`src/hw/rtl/stp_ram.sv`:
```
// generic single write port ram with registered read
module stp_ram #(
  parameter int WIDTH = 8,
  parameter int DEPTH = 16
) (
  input  logic                     clk,
  input  logic                     we,
  input  logic [$clog2(DEPTH)-1:0] waddr,
  input  logic [WIDTH-1:0]         wdata,
  input  logic [$clog2(DEPTH)-1:0] raddr,
  output logic [WIDTH-1:0]         rdata
);
  logic [WIDTH-1:0] mem [DEPTH];

  always_ff @(posedge clk) begin
    if (we) begin
      mem[waddr] <= wdata;
    end
    rdata <= mem[raddr];
  end
endmodule
```
`config.mk`:
```
export PLATFORM = sky130hd
export DESIGN_NAME = stp_ram
export DESIGN_NICKNAME = d
export VERILOG_FILES = /design/src/hw/rtl/stp_ram.sv
export SDC_FILE = /design/constraint.sdc
export NUM_CORES = 1
export LEC_CHECK = 0
export BUFFER_PORTS_ARGS = -buffer_cell sky130_fd_sc_hd__buf_2
export CORE_AREA = 5 5 133 135
export CTS_CLUSTER_SIZE = 14
export DETAILED_ROUTE_END_ITERATION = 12
export DIE_AREA = 0 0 138 140
export RECOVER_POWER = 50
export SYNTH_ARGS = -nofsm -noshare
export SYNTH_HDL_FRONTEND = slang
export SYNTH_SLANG_ARGS = --single-unit
```
`constraint.sdc`:
```
create_clock -name clk -period 5.6 [get_ports clk]
set_clock_uncertainty 0.05 [all_clocks]
set_input_delay 1.12 -clock clk [delete_from_list [all_inputs] [get_ports clk]]
set_output_delay 1.12 -clock clk [all_outputs]
set_load 0.05 [all_outputs]
```
==> results_dict.tcl <==
set metrics [dict create \
    grt_util_met1_pct 14.6 \
    setup_tns_ps 0 \
    synthMuxAreaShare_pct 15.0 \
    die_area_sq_mm 0.0193 \
    powerDensity_mw_per_mm2 385 \
    clock_path_buffers 2 \
    grt_util_met3_pct 3.61 \
    drt_wl_total_um 9900 \
    critical_path_class "in2reg" \
    antenna_cells 0 \
    yosysTopAreaCell "edfxtp_1" \
    ctsResizeCount 0 \
    rsz0062_at_grt "no" \
    synth_nets 247 \
    num_io_pins 26 \
    synthXorXnorAreaFrac_pct 0 \
    gr-total-overflow 0 \
    vias 2337 \
    hpwl_um 6280 \
    multiInputGateArea_sq_mm 0.00106 \
    cap_viol_max_count 0 \
    ant_nets 0 \
    grt_usage_pct 10.8 \
    layout-drive-gt1-share_pct 20.5 \
    drt_pass1_iterations 4 \
    hold_violations 0 \
    io_buffer_count 25 \
    wl_per_cell_um 19.9 \
    min_period_over_period_pct 49.6 \
    netlist_instances 229 \
    async_flop_share_pct 0 \
    cp-start-kind "primary input" \
    finalInstanceArea_sq_mm 0.00603 \
    grt_start_max_net_pins 33 \
    drt_iter0_markers 184 \
    slew_headroom_pct 12.8 \
    slew_viol_final 0 \
    post-synth-top-count-cell "edfxtp_1" \
    syn_area_sq_mm 0.00515 \
    power_frac_clock_pct 45.4 \
    core_sq_mm 0.0163 \
    combPwrFrac_pct 5.2 \
    reg2reg_slack_ps 4140 \
    sw_frac_of_total_pct 19.6 \
    top_usage_layer "met2" \
    worstMarginPinSlew_ps 1300 \
    vias_per_cell 4.69 \
    die_w_um 138 \
    yosys_most_used_dff "edfxtp_1" \
    synth.distinct_cells 19 \
    synth_top_family_by_area "multiplexers" \
    final-seq-area_sq_mm 0.00400 \
    power_leakage_nw 1.94 \
    yosysWarnings 0 \
    yosys.area_share.simple_pct 3.18 \
    cts_tree "done" \
    fill_cells 1529 \
    p_int_mw 1.87 \
    clkTransAtPathRegs_ps 50 \
    cts_buffers 17 \
    holdCritPathClass "reg2reg" \
    synth_common_cells "edfxtp_1, mux4_2, a22oi_1" \
    setup_violations 0 \
    antenna_found_initial 0 \
    initial_core_util_pct 31.5 \
    route.detailed.drc 0 \
    clk-insertion-delay-late_ps 400 \
    cts_root_buf "clkbuf_16" \
    synth.area.top_cells "edfxtp_1, mux4_2, mux4_1" \
    synth_fa_ha_area_share_pct 0 \
    cts-hold-fix-buffers 0 \
    synth_top_area_share_pct 74.7 \
    synth-compound-area-share_pct 2.33 \
    synth_edf_count 128 \
    ys_seq_area_share_pct 77.8 \
    min_period_ps 2780 \
    grt_pass1_vias 2508 \
    dpl-instance-area_sq_mm 0.00548 \
    p_seq_share_pct 49.4 \
    synth.avg_cell_area_sq_um 22.5 \
    switching_power_uw 456 \
    h-tree-depth 4 \
    nNetsFinal 283 \
    crit_path_end_kind "register" \
    vdd_ir_drop_max_mv 0.228 \
    met2_usage_pct 16.4 \
    num_rows 47 \
    ys_ff_latch 136 \
    die_h_um 140 \
    syn_to_final_growth_pct 17.1 \
    cts_sinks 136 \
    cp_max_fo 8 \
    status "finished, final reports clean" \
    timing.fmax_mhz 360 \
    gp_congestion 0.706 \
    worst_ep_arrival_time_ps 2740 \
    grt_pass1_wl_um 15400 \
    worstPathRequired_ps 5560 \
    post_cts_buffers 0 \
]
==> through the flow <==
stage / cells / utilization [%] / hold WS (ps) / worst slack (ps) / total power [mW]
after floorplan: 229 / - / 579 / 2940 / 1.25
after global placement: 466 / 33.5 / 606 / 2380 / 1.29
after detailed placement: 466 / 33.5 / 621 / 2350 / 1.29
after CTS: 498 / 37.0 / 632 / 2780 / 2.35
after global routing: 498 / 36.9 / 653 / 2700 / 2.40
final: 498 / 36.9 / 623 / 2820 / 2.32
==> critical path, stage by stage <==
cell	delay [ps]
clkbuf_1	100
or3b_2	510
nor3_1	1000
==> flip-flops by register name, indices dropped and copies added, names as in the netlist <==
name   count
mem      128
rdata      8
==> power groups by stage <==
stage	Clock [mW]	Combinational, mW	Sequential, mW
finish	1.05	0.120	1.15
global placement	0	0.122	1.17
global route	1.13	0.131	1.15
floorplan	0	0.0578	1.19
CTS	1.08	0.125	1.15
detailed placement	0	0.124	1.17
==> layer usage <==
| metal | vias up | share of wire [%] |
|---|---|---|
| met5 | - | 0 |
| met1 | 1232 | 46 |
| met2 | 53 | 49 |
| met4 | 0 | 0.53 |
| met3 | 2 | 4.3 |
| li1 | 1050 | - |
==> path summary, 6_finish.rpt <==
| check | startpoint | endpoint | cells after the start |
|---|---|---|---|
| max | waddr[2] | mem[0][0] | 3 |
| min reg2reg | mem[15][5] | rdata[5] | 3 |
| max reg2reg | mem[1][2] | rdata[2] | 3 |
| min | mem[15][5] | rdata[5] | 3 |
==> cells by family (layout without fill, tap and decap cells) <==
kind of cell | Yosys count | count (layout)
DFF | 136 | 136
buffers and inverters | 10 | 59
and+or+nand+nor | 35 | 35
AOI/OAI and AO/OA | 16 | 16
muxes | 32 | 32
==> layout by cell type, fill, tap and decap left out, types with 3 or more instances in the layout <==
cell	synthesis	final
nor3_1	4	3
clkinv_1	0	3
a22oi_1	16	16
clkbuf_1	0	19
mux4_1	14	14
dfxtp_1	8	8
clkbuf_8	0	3
nand2_1	9	9
buf_2	3	15
edfxtp_1	128	128
mux4_2	18	18
clkbuf_16	0	17
nor2_1	13	13
==> layout make-up <==
class	count	area share, %
well taps	220	4.57
repair buffers	27	1.99
clock buffers	27	8.18
multi-input cells	83	17.6
clock inverters	5	1.18
flip-flops and latches	136	66.4
(Power assumes the default switching activity.)
